$ cat src/integer_to_digit_string_assert.svh
// assertion helpers used by the rtl top level
`ifndef INTEGER_TO_DIGIT_STRING_ASSERT_SVH
`define INTEGER_TO_DIGIT_STRING_ASSERT_SVH

// overlapping implication, checked out of reset
`define ITDS_ASSERT_IMP(lbl, clk, rst_n, ante, cons, msg) \
  lbl: assert property (@(posedge clk) disable iff (!rst_n) (ante) |-> (cons)) \
    else $error(msg);

// next-cycle implication, checked out of reset
`define ITDS_ASSERT_NXT(lbl, clk, rst_n, ante, cons, msg) \
  lbl: assert property (@(posedge clk) disable iff (!rst_n) (ante) |=> (cons)) \
    else $error(msg);

`endif

$ cat src/itds_pkg.sv
package itds_pkg;

  localparam logic [5:0] RADIX_RESET = 6'd10;
  localparam logic [5:0] RADIX_MIN   = 6'd2;
  localparam logic [5:0] RADIX_MAX   = 6'd36;
  localparam logic [5:0] DEC_DIGITS  = 6'd10;
  localparam logic [6:0] CHAR_ZERO   = 7'd48;
  localparam logic [6:0] CHAR_A      = 7'd65;

  typedef struct packed {
    logic busy;
    logic done;
  } div_stat_t;

  typedef struct packed {
    logic       start;
    logic [6:0] count;
  } emit_cmd_t;

  function automatic logic [5:0] eff_base(input logic [5:0] r);
    logic [5:0] b;
    b = r;
    if (b < RADIX_MIN) b = RADIX_MIN;
    if (b > RADIX_MAX) b = RADIX_MAX;
    return b;
  endfunction

  function automatic logic [6:0] digit_to_ascii(input logic [5:0] d);
    logic [6:0] c;
    if (d < DEC_DIGITS) c = CHAR_ZERO + {1'b0, d};
    else c = CHAR_A + {1'b0, d - DEC_DIGITS};
    return c;
  endfunction

endpackage

$ cat src/itds_divider.sv
module itds_divider import itds_pkg::*; #(
  parameter int W = 64
) (
  input  logic         clk_i,
  input  logic         rst_ni,
  input  logic         start_i,
  input  logic [W-1:0] dividend_i,
  input  logic [5:0]   base_i,
  output div_stat_t    stat_o,
  output logic [W-1:0] quot_o,
  output logic [5:0]   rem_o
);

  localparam int CNTW = $clog2(W);

  logic            busy_q, busy_d;
  logic            done_q, done_d;
  logic [CNTW-1:0] cnt_q, cnt_d;
  logic [W-1:0]    quot_q, quot_d;
  logic [5:0]      rem_q, rem_d;
  logic [5:0]      base_q, base_d;
  logic [6:0]      trial;
  logic            ge;

  // one quotient bit per cycle, msb first
  assign trial = {rem_q, quot_q[W-1]};
  assign ge    = trial >= {1'b0, base_q};

  always_comb begin
    busy_d = busy_q;
    done_d = 1'b0;
    cnt_d  = cnt_q;
    quot_d = quot_q;
    rem_d  = rem_q;
    base_d = base_q;
    if (start_i) begin
      busy_d = 1'b1;
      cnt_d  = '0;
      quot_d = dividend_i;
      rem_d  = '0;
      base_d = base_i;
    end else if (busy_q) begin
      quot_d = {quot_q[W-2:0], ge};
      rem_d  = ge ? 6'(trial - {1'b0, base_q}) : trial[5:0];
      cnt_d  = cnt_q + CNTW'(1);
      if (cnt_q == CNTW'(W - 1)) begin
        busy_d = 1'b0;
        done_d = 1'b1;
      end
    end
  end

  always_ff @(posedge clk_i or negedge rst_ni) begin
    if (!rst_ni) begin
      busy_q <= 1'b0;
      done_q <= 1'b0;
      cnt_q  <= '0;
    end else begin
      busy_q <= busy_d;
      done_q <= done_d;
      cnt_q  <= cnt_d;
    end
  end

  always_ff @(posedge clk_i) begin
    quot_q <= quot_d;
    rem_q  <= rem_d;
    base_q <= base_d;
  end

  assign stat_o.busy = busy_q;
  assign stat_o.done = done_q;
  assign quot_o      = quot_q;
  assign rem_o       = rem_q;

endmodule

$ cat src/itds_emitter.sv
module itds_emitter import itds_pkg::*; #(
  parameter int MAX_DIGITS = 64
) (
  input  logic                          clk_i,
  input  logic                          rst_ni,
  input  logic                          wr_en_i,
  input  logic [$clog2(MAX_DIGITS)-1:0] wr_addr_i,
  input  logic [5:0]                    wr_data_i,
  input  emit_cmd_t                     cmd_i,
  output logic                          busy_o,
  output logic                          out_valid_o,
  input  logic                          out_stall_i,
  output logic [6:0]                    digit_char_o,
  output logic                          is_last_o,
  output logic [6:0]                    digit_count_o
);

  localparam int AW = $clog2(MAX_DIGITS);
  localparam int CW = $clog2(MAX_DIGITS + 1);

  logic [5:0]    mem [MAX_DIGITS];

  logic          busy_q;
  logic [CW-1:0] left_q;
  logic [6:0]    count_q;
  logic          rd_vld_q;
  logic [5:0]    rd_data_q;
  logic          rd_last_q;
  logic          out_vld_q;
  logic [6:0]    out_char_q;
  logic          out_last_q;
  logic [6:0]    out_cnt_q;
  logic          issue, move;
  logic [AW-1:0] rd_addr;

  // read stage refills when empty or its digit moves on, if digits remain
  assign move    = rd_vld_q && (!out_vld_q || !out_stall_i);
  assign issue   = (left_q != '0) && (!rd_vld_q || move);
  assign rd_addr = AW'(left_q - CW'(1));

  always_ff @(posedge clk_i) begin
    if (wr_en_i) mem[wr_addr_i] <= wr_data_i;
  end

  always_ff @(posedge clk_i) begin
    if (issue) begin
      rd_data_q <= mem[rd_addr];
      rd_last_q <= (left_q == CW'(1));
    end
    if (cmd_i.start) count_q <= cmd_i.count;
    if (move) begin
      out_char_q <= digit_to_ascii(rd_data_q);
      out_last_q <= rd_last_q;
      out_cnt_q  <= count_q;
    end
  end

  always_ff @(posedge clk_i or negedge rst_ni) begin
    if (!rst_ni) begin
      busy_q    <= 1'b0;
      left_q    <= '0;
      rd_vld_q  <= 1'b0;
      out_vld_q <= 1'b0;
    end else begin
      if (cmd_i.start) begin
        busy_q <= 1'b1;
        left_q <= cmd_i.count[CW-1:0];
      end else begin
        if (move && rd_last_q) busy_q <= 1'b0;
        if (issue) left_q <= left_q - CW'(1);
      end
      if (issue) rd_vld_q <= 1'b1;
      else if (move) rd_vld_q <= 1'b0;
      if (move) out_vld_q <= 1'b1;
      else if (!out_stall_i) out_vld_q <= 1'b0;
    end
  end

  assign busy_o        = busy_q;
  assign out_valid_o   = out_vld_q;
  assign digit_char_o  = out_char_q;
  assign is_last_o     = out_last_q;
  assign digit_count_o = out_cnt_q;

endmodule

$ cat src/integer_to_digit_string.sv
// Converts one unsigned value into ASCII digits in the base held in radix.
// Input channel: value_i with in_valid_i / in_stall_o; a request is taken
// when in_valid_i is high and in_stall_o is low. Output channel: one request
// per digit (digit_char_o, is_last_o, digit_count_o) with out_valid_o /
// out_stall_i, most significant digit first, is_last_o on the final digit.
// radix_we_i writes radix_i into the base register; bases outside 2..36 are
// clamped. Write it only while the block is idle.
// Each digit takes one pass of the bit-serial divider (one quotient bit per
// cycle); the digits then stream out of the digit memory through a read
// register and an output register, one per cycle while out_stall_i is low.
// in_stall_o stays high from the accepted request until the cycle after the
// last digit has reached the output register, so the next value is divided
// while the last digit of the previous one still waits. A stalled output
// holds its digit and the read stage behind it; nothing is dropped.
// Reset clears the control state and sets radix to 10; the digit memory is
// not cleared and needs no clearing pass.
`include "integer_to_digit_string_assert.svh"

module integer_to_digit_string import itds_pkg::*; #(
  parameter int VALUE_WIDTH = 64,
  parameter int MAX_DIGITS  = 64
) (
  input  logic        clk_i,
  input  logic        rst_ni,
  input  logic        radix_we_i,
  input  logic [5:0]  radix_i,
  input  logic        in_valid_i,
  output logic        in_stall_o,
  input  logic [63:0] value_i,
  output logic        out_valid_o,
  input  logic        out_stall_i,
  output logic [6:0]  digit_char_o,
  output logic        is_last_o,
  output logic [6:0]  digit_count_o
);

  localparam int AW = $clog2(MAX_DIGITS);
  localparam int CW = $clog2(MAX_DIGITS + 1);

  localparam logic [1:0] S_IDLE = 2'd0;
  localparam logic [1:0] S_DIV  = 2'd1;
  localparam logic [1:0] S_EMIT = 2'd2;

  logic [1:0]             state_q, state_d;
  logic [CW-1:0]          cnt_q, cnt_d;
  logic [5:0]             radix_q;
  logic [CW-1:0]          cnt_next;
  logic                   accept;
  logic                   div_start;
  logic [VALUE_WIDTH-1:0] div_dividend;
  div_stat_t              div_stat;
  logic [VALUE_WIDTH-1:0] div_quot;
  logic [5:0]             div_rem;
  logic [5:0]             base;
  logic                   wr_en;
  emit_cmd_t              emit_cmd;
  logic                   emit_busy;

  assign base     = eff_base(radix_q);
  assign accept   = in_valid_i && !in_stall_o;
  assign cnt_next = cnt_q + CW'(1);
  assign wr_en    = (state_q == S_DIV) && div_stat.done;

  always_comb begin
    state_d        = state_q;
    cnt_d          = cnt_q;
    div_start      = 1'b0;
    div_dividend   = value_i[VALUE_WIDTH-1:0];
    emit_cmd.start = 1'b0;
    emit_cmd.count = 7'(cnt_next);
    case (state_q)
      S_IDLE: begin
        if (in_valid_i) begin
          div_start = 1'b1;
          cnt_d     = '0;
          state_d   = S_DIV;
        end
      end
      S_DIV: begin
        if (div_stat.done) begin
          cnt_d = cnt_next;
          // keep dividing until the quotient runs out or the store is full
          if ((div_quot != '0) && (cnt_next < CW'(MAX_DIGITS))) begin
            div_start    = 1'b1;
            div_dividend = div_quot;
          end else begin
            emit_cmd.start = 1'b1;
            state_d        = S_EMIT;
          end
        end
      end
      S_EMIT: begin
        if (!emit_busy) state_d = S_IDLE;
      end
      default: state_d = S_IDLE;
    endcase
  end

  always_ff @(posedge clk_i or negedge rst_ni) begin
    if (!rst_ni) begin
      state_q <= S_IDLE;
      cnt_q   <= '0;
      radix_q <= RADIX_RESET;
    end else begin
      state_q <= state_d;
      cnt_q   <= cnt_d;
      if (radix_we_i) radix_q <= radix_i;
    end
  end

  assign in_stall_o = (state_q != S_IDLE);

  itds_divider #(
    .W (VALUE_WIDTH)
  ) u_div (
    .clk_i      (clk_i),
    .rst_ni     (rst_ni),
    .start_i    (div_start),
    .dividend_i (div_dividend),
    .base_i     (base),
    .stat_o     (div_stat),
    .quot_o     (div_quot),
    .rem_o      (div_rem)
  );

  itds_emitter #(
    .MAX_DIGITS (MAX_DIGITS)
  ) u_emit (
    .clk_i         (clk_i),
    .rst_ni        (rst_ni),
    .wr_en_i       (wr_en),
    .wr_addr_i     (cnt_q[AW-1:0]),
    .wr_data_i     (div_rem),
    .cmd_i         (emit_cmd),
    .busy_o        (emit_busy),
    .out_valid_o   (out_valid_o),
    .out_stall_i   (out_stall_i),
    .digit_char_o  (digit_char_o),
    .is_last_o     (is_last_o),
    .digit_count_o (digit_count_o)
  );

  `ITDS_ASSERT_NXT(a_accept_starts_div, clk_i, rst_ni, accept,
                   state_q == S_DIV, "accepted value did not start division")
  `ITDS_ASSERT_IMP(a_div_only_in_div, clk_i, rst_ni, div_stat.busy || div_stat.done,
                   state_q == S_DIV, "divider active outside division")
  `ITDS_ASSERT_IMP(a_rem_below_base, clk_i, rst_ni, wr_en,
                   div_rem < base, "remainder not below base")
  `ITDS_ASSERT_IMP(a_emit_count_range, clk_i, rst_ni, state_q == S_EMIT,
                   (cnt_q != '0) && (cnt_q <= CW'(MAX_DIGITS)), "digit count out of range")

endmodule
$ cat config.mk
export PLATFORM = sky130hd
export DESIGN_NAME = integer_to_digit_string
export DESIGN_NICKNAME = d
export VERILOG_FILES = /design/src/itds_pkg.sv /design/src/itds_divider.sv /design/src/itds_emitter.sv /design/src/integer_to_digit_string.sv
export VERILOG_INCLUDE_DIRS = /design/src /design/src/src
export SDC_FILE = /design/constraint.sdc
export NUM_CORES = 1
export LEC_CHECK = 0
export ABC_AREA = 1
export BUFFER_PORTS_ARGS = -buffer_cell sky130_fd_sc_hd__buf_2
export CAP_MARGIN = 20
export CORE_ASPECT_RATIO = 0.75
export CORE_MARGIN = 3
export CORE_UTILIZATION = 41
export CTS_CLUSTER_SIZE = 8
export DETAILED_ROUTE_END_ITERATION = 7
export PLACE_DENSITY = 0.56
export SLEW_MARGIN = 10
export SYNTH_ARGS = -nofsm -noshare
export SYNTH_HDL_FRONTEND = slang
export SYNTH_HIERARCHICAL = 1
export SYNTH_SLANG_ARGS = --single-unit
export TNS_END_PERCENT = 20
$ cat constraint.sdc
create_clock -name clk_i -period 3.5 [get_ports clk_i]
set_input_delay 0.525 -clock clk_i [delete_from_list [all_inputs] [get_ports clk_i]]
set_output_delay 0.525 -clock clk_i [all_outputs]
set_load 0.01 [all_outputs]
==> impl_metrics.env, run 1 <==
export IMPL_clk_latency_ps=610
export IMPL_required_ps=4000
export IMPL_cts_root_buffer="clkbuf_16"
export IMPL_r2r_slack_ps=410
export IMPL_synth_nets=2593
export IMPL_outcome="completed"
export IMPL_placed_area_um2=25380
export IMPL_cts_hold_buf=0
export IMPL_wl_um=63500
export IMPL_first_global_vias=16490
export IMPL_vias=17770
export IMPL_finalWeightedCongestion=0.8858
export IMPL_clockBufferDepth=3
export IMPL_syn2layout_area_growth_pct=13.49
export IMPL_cts_tree="built"
export IMPL_ir_drop_mv=0.6239
export IMPL_p_leak_nw=11.41
export IMPL_r2r_start="cnt_q[1]$_DFFE_PN0P_"
export IMPL_grt_usage_pct=20.33
export IMPL_die_area_um2=62020
export IMPL_stdcell_area_um2=27470
export IMPL_finalSetupTns_ps=0
export IMPL_antenna_found_initial=1
export IMPL_r2r_cells=12
export IMPL_first_pass_iters=8
export IMPL_drc=0
export IMPL_holdWs_ps=28.15
export IMPL_cp_data_arrival_time_ps=3600
export IMPL_drtIter0Drc=2048
export IMPL_grt_pass1_wl_um=97780
export IMPL_postCtsSetupBuffers=0
export IMPL_relSlewSlack_pct=31.89
export IMPL_tightest_slew_ps=1022
export IMPL_regToRegEndpoint="u_emit/left_q[0]$_DFFE_PN0P_"
export IMPL_die_y_um=216.4
export IMPL_cts_max_level=3
export IMPL_pin_count=92
export IMPL_maxCapViolCount=0
export IMPL_nets=2673
export IMPL_hold_path_class="in2async"
export IMPL_start_util_pct=41.80
export IMPL_globalRoute_totalOverflow=0
export IMPL_finalCriticalPeriod_ps=3094
export IMPL_avgSynthCellArea_um2=9.679
export IMPL_timing_final_max_slew_violations=0
export IMPL_synth_cells=2501
export IMPL_routed_via_density=5.237
export IMPL_cts_buffers=75
export IMPL_avgRoutedWirePerCell_um=18.71
export IMPL_fin_crit_sh_pct=88.39
export IMPL_coreArea_um2=57910
export IMPL_total_power_w=0.02108
export IMPL_fin_skew_ps=30.95
export IMPL_cts_resized=0
export IMPL_dp_hpwl_um=38000
export IMPL_worst_setup_path_end_kind="register"
export IMPL_dieWidth_um=286.6
export IMPL_rows=76
export IMPL_fin_util_pct=47.44
export IMPL_cp_startpoint="cnt_q[1]$_DFFE_PN0P_"
export IMPL_hold_violations=0
export IMPL_n_fill_cell=5303
export IMPL_ys_warnings_count=6
export IMPL_grt_max_degree=196
export IMPL_antenna_left=0
export IMPL_fmax_ghz=0.3232
export IMPL_rsz0062_at_grt="no"
export IMPL_setup_violations=0
export IMPL_clk_pin_slew_worst_paths_ps=60
export IMPL_drive_gt1_share_pct=10.26
export IMPL_syn_area_um2=24210
export IMPL_setup_worst_path_start_class="register"
export IMPL_antenna_cells=0
export IMPL_p_per_area_nw_per_um2=767.3
export IMPL_cts_sinks=522
export IMPL_path_max_fanout=66
export IMPL_port_buffers=91
export IMPL_critPathKind="reg2reg"
## per-stage QoR
stage          setup slack (ps)  instances
2_1_floorplan             19.01       2501
3_3_place_gp              545.3       3283
3_5_place_dp              469.2       3283
4_1_cts                   457.7       3392
5_1_grt                   61.53       3393
6_report                  406.3       3393
## worst max path at each step
stage | endpoint | cells past startpoint
floorplan | u_div/quot_o[0]$_DFFE_PP_ | 12
global placement | u_emit/left_q[0]$_DFFE_PN0P_ | 12
detailed placement | u_emit/left_q[0]$_DFFE_PN0P_ | 12
CTS | u_emit/left_q[0]$_DFFE_PN0P_ | 12
global route | u_emit/left_q[0]$_DFFE_PN0P_ | 12
finish | u_emit/left_q[0]$_DFFE_PN0P_ | 12
## power by group
group / switching (W) / internal (W)
combinational: 0.00520 / 0.00219
sequential: 0.000172 / 0.00696
clock: 0.00258 / 0.00398
## flip-flops by register name (all words and copies together) (netlist names), 2 cells and up
name / flops
state_q: 2
cnt_q: 7
u_emit/left_q: 7
u_emit/mem: 384
u_emit/digit_count_o: 7
u_div/base_q: 6
u_emit/digit_char_o: 7
u_emit/count_q: 7
u_div/rem_o: 6
u_emit/rd_data_q: 6
u_div/cnt_q: 6
radix_q: 6
u_div/quot_o: 64
## cells in the final DEF, fill, tap and decap left out, types with 9 or more instances in the layout
cell type    n
nand2_1    941
nor4_1       9
nor2_1     193
clkbuf_1    26
dfrtp_1     30
buf_4       36
o21ai_0     45
xor2_1       9
inv_1      203
buf_2       91
ha_1        15
nand4_1     83
clkbuf_16   77
nand3_1    277
inv_2        9
edfxtp_1   483
## worst max-delay path, cell delays in order, from the launching register on
cell      delay (ps)
dfrtp_1          550
ha_1             300
nand4_2          150
o21ai_2          170
nand2_2           80
inv_2             60
buf_4            600
nand2_1          160
nand3_1          140
inv_1            160
inv_1            140
nand2_1          150
o211ai_1         300
## routing by layer
layer	vias to the layer above	global-route usage, %	wire length (µm)
met5	-	0	11
met4	2	5.387	1393
met3	91	4.711	4593
met2	599	29.00	26990
met1	8624	31.03	30500
li1	8452	-	-
## area by class of cell
class | count | area [µm²] | area share, %
well taps | 780 | 975.9 | 3.553
inverters | 214 | 807.0 | 2.938
clock inverters | 6 | 66.31 | 0.2414
flip-flops and latches | 522 | 15460 | 56.29
multi-input cells | 1632 | 7243 | 26.37
repair buffers | 136 | 890.9 | 3.243
clock buffers | 103 | 2024 | 7.369
Note: power is estimated with default switching activity, not from simulation.
==> run 2, diff against run 1 <==
- CTS_BUF_LIST: unset -> sky130_fd_sc_hd__clkbuf_8
==> run 2 against run 1 <==
Compared with the run above:
- first-iteration DRC count down 8.5%
- via count shrank 0.46%
- core utilization down 0.92 points
- critical endpoint unchanged
- non-clock buffer count grew 1
- clock-buffer cell count shrank 6
- register-to-register slack is essentially flat
- largest cell class unchanged
- clock power fell by 25%
- largest power group unchanged
==> impl_metrics.env, run 2 (synthesized netlist as in run 1, its figures left out) <==
export IMPL_cts_hold_buf=1
export IMPL_pin_count=92
export IMPL_rows=76
export IMPL_drtIter0Drc=1874
export IMPL_fmax_ghz=0.3228
export IMPL_cts_buffers=85
export IMPL_finalSetupTns_ps=0
export IMPL_power_switching_w=0.007748
export IMPL_first_pass_iters=8
export IMPL_fin_util_pct=46.52
export IMPL_nets=2684
export IMPL_antenna_left=0
export IMPL_rsz0062_at_grt="no"
export IMPL_grt_usage_pct=20.26
export IMPL_p_int_w=0.01166
export IMPL_drive_gt1_share_pct=11.05
export IMPL_routed_via_density=5.152
export IMPL_setup_worst_path_start_class="register"
export IMPL_die_y_um=216.4
export IMPL_path_max_fanout=66
export IMPL_hold_violations=0
export IMPL_coreArea_um2=57910
export IMPL_finalWeightedCongestion=0.8858
export IMPL_power_frac_comb_pct=38.0
export IMPL_p_per_area_nw_per_um2=720.3
export IMPL_required_ps=4080
export IMPL_sequentialPowerShare_pct=36.7
export IMPL_outcome="completed"
export IMPL_maxCapViolCount=0
export IMPL_timing_final_max_slew_violations=0
export IMPL_grt_pass1_wl_um=97490
export IMPL_wl_um=63230
export IMPL_cts_tree="built"
export IMPL_port_buffers=91
export IMPL_globalRoute_totalOverflow=0
export IMPL_total_power_w=0.01940
export IMPL_cts_resized=0
export IMPL_setup_violations=0
export IMPL_vias=17690
export IMPL_cts_max_level=3
export IMPL_avgRoutedWirePerCell_um=18.42
export IMPL_p_sw_share_pct=39.93
export IMPL_fin_skew_ps=28.89
export IMPL_postCtsSetupBuffers=0
export IMPL_syn2layout_area_growth_pct=11.28
export IMPL_antenna_found_initial=2
export IMPL_grt_max_degree=196
export IMPL_clk_pin_slew_worst_paths_ps=70
export IMPL_regMostFlops="u_emit/mem"
export IMPL_worst_setup_path_end_kind="register"
export IMPL_finalCriticalPeriod_ps=3098
export IMPL_dieWidth_um=286.6
export IMPL_p_leak_nw=11.30
export IMPL_cp_data_arrival_time_ps=3680
export IMPL_first_global_vias=16620
export IMPL_cts_sinks=522
export IMPL_cts_root_buffer="clkbuf_8"
export IMPL_tightest_slew_ps=1062
export IMPL_largest_reg_flops=384
export IMPL_fin_crit_sh_pct=88.50
export IMPL_start_util_pct=41.80
export IMPL_n_fill_cell=5407
export IMPL_p_clk_share_pct=25.3
export IMPL_die_area_um2=62020
export IMPL_drc=0
export IMPL_final_common_cell="nand2_1"
export IMPL_dp_hpwl_um=38000
export IMPL_hold_path_class="in2reg"
export IMPL_ir_drop_mv=0.6533
export IMPL_clk_latency_ps=680
export IMPL_relSlewSlack_pct=29.17
export IMPL_final_cell_mix="941 x nand2_1, 483 x edfxtp_1, 277 x nand3_1"
export IMPL_critPathKind="reg2reg"
export IMPL_clockBufferDepth=3
==> run 2: layout make-up <==
cell class                 instances  area [µm²]  share of cell area, %
antenna                            2       5.005                0.01858
clock buffer                      97        1335                  4.956
clock inverter                    49       207.7                 0.7710
inverter                         214       807.0                  2.996
multi-input combinational       1632        7243                  26.89
sequential                       522       15460                  57.40
tap                              780       975.9                  3.623
timing repair buffer             137       900.9                  3.344
==> run 2: metrics by stage <==
stage / instances / setup WS [ps] / hold slack [ps] / area [µm²]
after floorplan: 2501 / 19.01 / 229.4 / 24210
after global placement: 3283 / 545.3 / 410.8 / 25380
after detailed placement: 3283 / 469.2 / 417.2 / 25380
after CTS: 3430 / 456.6 / 12.15 / 26930
after global routing: 3432 / 61.90 / 42.91 / 26940
final: 3433 / 402.5 / 76.18 / 26940
==> run 2: layer usage <==
metal,up-vias,global-route usage [%],routed length (µm)
met5,-,0,13
met4,2,5.694,1350
met3,103,4.711,4313
met2,585,28.92,27070
met1,8506,30.75,30480
li1,8491,-,-
==> run 2: worst max-delay path: stages (launching register included) <==
cell      delay [ps]
dfrtp_1          560
ha_1             310
nand4_2          150
o21ai_2          170
nand2_2           80
inv_2             60
buf_4            590
nand2_1          160
nand3_1          140
inv_1            160
inv_1            140
nand2_1          150
o211ai_1         300
==> run 2: power groups by stage <==
stage               sequential, W  combinational, W  clock [W]
floorplan                 0.00717           0.00495          0
global placement          0.00725           0.00730          0
detailed placement        0.00725           0.00729          0
CTS                       0.00712           0.00729    0.00508
global route              0.00714           0.00810    0.00534
finish                    0.00712           0.00738    0.00490
==> run 2: worst paths after layout <==
path                                             start                                end  slack [ps]  depth (start not counted)
max                               cnt_q[1]$_DFFE_PN0P_       u_emit/left_q[0]$_DFFE_PN0P_         400                         12
min                                         radix_i[5]             radix_q[5]$_DFFE_PN0P_          80                          3
max reg2reg                       cnt_q[1]$_DFFE_PN0P_       u_emit/left_q[0]$_DFFE_PN0P_         400                         12
min reg2reg                u_emit/count_q[2]$_DFFE_PP_  u_emit/digit_count_o[2]$_DFFE_PP_         430                          0
max in group asynchronous                       rst_ni       u_emit/left_q[0]$_DFFE_PN0P_        2380                          2
min in group asynchronous                       rst_ni             radix_q[5]$_DFFE_PN0P_         490                          2
==> run 3, diff against run 2 <==
- CELL_PAD_IN_SITES_DETAIL_PLACEMENT: unset -> 0
- CELL_PAD_IN_SITES_GLOBAL_PLACEMENT: unset -> 1
- PLACE_DENSITY: 0.56 -> 0.68
==> run 3 against run 2 <==
Compared with the run above:
- die area unchanged
- final area shrank 0.30%
- cell count stayed put
- critical path depth decreased by 6
- largest power group unchanged
- first-iteration DRC count is 13% lower
- largest cell class unchanged
- critical endpoint is now u_emit/mem[32][0]$_DFFE_PP_
- highest routed layer is now met4
- global-route usage increased by 0.17 points
==> impl_metrics.env, run 3 (synthesized netlist as in run 1, its figures left out) <==
export IMPL_outcome="completed"
export IMPL_path_max_fanout=11
export IMPL_setup_violations=0
export IMPL_cts_root_buffer="clkbuf_8"
export IMPL_clk_pin_slew_worst_paths_ps=70
export IMPL_antenna_cells=0
export IMPL_p_clk_share_pct=25.3
export IMPL_p_per_area_nw_per_um2=709.9
export IMPL_hold_violations=0
export IMPL_hold_path_class="in2reg"
export IMPL_path_cells="nor2_2, nand2_2, inv_2, nand4_1, buf_4, nor2_1"
export IMPL_first_global_vias=16710
export IMPL_drive_gt1_share_pct=10.74
export IMPL_power_switching_w=0.007591
export IMPL_cts_sinks=522
export IMPL_hold_path_end="radix_q[1]$_DFFE_PN1P_"
export IMPL_wl_um=63580
export IMPL_holdPathStages=3
export IMPL_p_int_w=0.01148
export IMPL_maxCapViolCount=0
export IMPL_rows=76
export IMPL_coreArea_um2=57910
export IMPL_sequentialPowerShare_pct=37.2
export IMPL_antenna_left=0
export IMPL_timing_final_max_slew_violations=0
export IMPL_power_frac_comb_pct=37.5
export IMPL_critPathKind="reg2reg"
export IMPL_drc=0
export IMPL_drtIter0Drc=1636
export IMPL_port_buffers=91
export IMPL_finalSetupTns_ps=0
export IMPL_cts_buffers=86
export IMPL_fmax_ghz=0.3656
export IMPL_grt_max_degree=196
export IMPL_post_place_cells=3282
export IMPL_final_common_cell="nand2_1"
export IMPL_setup_worst_path_start_class="register"
export IMPL_fin_skew_ps=36.16
export IMPL_regToRegEndpoint="u_emit/mem[32][0]$_DFFE_PP_"
export IMPL_dieWidth_um=286.6
export IMPL_r2r_cells=6
export IMPL_vias=17570
export IMPL_critPathSlowestCell="nand4_1"
export IMPL_globalRoute_totalOverflow=0
export IMPL_required_ps=3790
export IMPL_nets=2684
export IMPL_start_util_pct=41.80
export IMPL_antenna_found_initial=0
export IMPL_routed_via_density=5.117
export IMPL_die_area_um2=62020
export IMPL_critPathMaxStageDelay_ps=560
export IMPL_final_cell_mix="941 x nand2_1, 483 x edfxtp_1, 277 x nand3_1"
export IMPL_r2r_slack_ps=770
export IMPL_cts_tree="built"
export IMPL_finalCriticalPeriod_ps=2735
export IMPL_grt_usage_pct=20.43
export IMPL_rsz0062_at_grt="no"
export IMPL_syn2layout_area_growth_pct=10.95
export IMPL_clk_latency_ps=670
export IMPL_relSlewSlack_pct=36.50
export IMPL_first_pass_iters=5
export IMPL_cts_max_level=3
export IMPL_die_y_um=216.4
export IMPL_r2r_start="state_q[1]$_DFFE_PN0P_"
export IMPL_clockBufferDepth=3
export IMPL_dp_hpwl_um=37710
export IMPL_stdcell_count=3433
export IMPL_pin_count=92
export IMPL_worst_setup_path_end_kind="register"
export IMPL_largest_reg_flops=384
export IMPL_p_sw_share_pct=39.81
export IMPL_tightest_slew_ps=949.1
export IMPL_cp_startpoint="state_q[1]$_DFFE_PN0P_"
export IMPL_min_from="radix_i[1]"
export IMPL_finalWeightedCongestion=0.7889
export IMPL_avgRoutedWirePerCell_um=18.52
export IMPL_cp_data_arrival_time_ps=3020
export IMPL_grt_pass1_wl_um=98180
export IMPL_ir_drop_mv=0.9145
export IMPL_regMostFlops="u_emit/mem"
export IMPL_p_leak_nw=11.27
export IMPL_fin_crit_sh_pct=78.14
export IMPL_total_power_w=0.01907
[run 3: critical path: cells and delay by family (launching register included)]
kind                   cells  cell delay (ps)
AND/OR/NAND/NOR            4             1330
flip-flops                 1              410
buffers and inverters      2              600
[run 3: power by group through the flow]
stage / combinational, W / clock (W) / sequential (W)
6_report: 0.00716 / 0.00483 / 0.00708
5_1_grt: 0.00788 / 0.00525 / 0.00710
4_1_cts: 0.00708 / 0.00499 / 0.00709
3_5_place_dp: 0.00706 / 0 / 0.00722
3_3_place_gp: 0.00705 / 0 / 0.00722
2_1_floorplan: 0.00495 / 0 / 0.00717
[run 3: metal layers]
layer | GRT usage (%) | wire [µm]
met5 | 0 | 0
met4 | 6.154 | 1378
met3 | 4.143 | 3878
met2 | 29.38 | 27230
met1 | 31.04 | 31090
[run 3: area by class of cell]
class                      instances  area, µm²
timing repair buffer             136      855.8
fill                            5569      31050
clock inverter                    56      227.7
sequential                       522      15460
clock buffer                      93       1280
tap                              780      975.9
inverter                         214      807.0
multi-input combinational       1632       7247
[run 3: what timing repair did]
item | CTS | global route
hold buffers | 1 | 0
hold endpoints to repair | 31 | 0
resized for setup | 0 | 0
setup buffers | 0 | 0
[run 3: through the flow]
step / area, µm² / worst slack (ps) / utilization [%] / hold WS [ps]
3_5_place_dp: 25330 / 809.3 / 43.75 / 404.5
3_3_place_gp: 25330 / 737.8 / 43.75 / 407.6
6_report: 26860 / 765.1 / 46.38 / 93.36
2_1_floorplan: 24210 / 19.01 / - / 229.4
5_1_grt: 26860 / 531.2 / 46.38 / 45.83
4_1_cts: 26850 / 784.1 / 46.37 / 21.51
[run 3: how the worst max path moves through the flow]
stage                                        to  slack, ps  depth (start not counted)
finish              u_emit/mem[32][0]$_DFFE_PP_        770                          6
global route         u_div/quot_o[44]$_DFFE_PP_        530                         10
CTS                  u_div/quot_o[43]$_DFFE_PP_        780                         10
detailed placement   u_div/quot_o[46]$_DFFE_PP_        810                         10
global placement    u_emit/mem[41][2]$_DFFE_PP_        740                          6
floorplan             u_div/quot_o[0]$_DFFE_PP_         20                         12
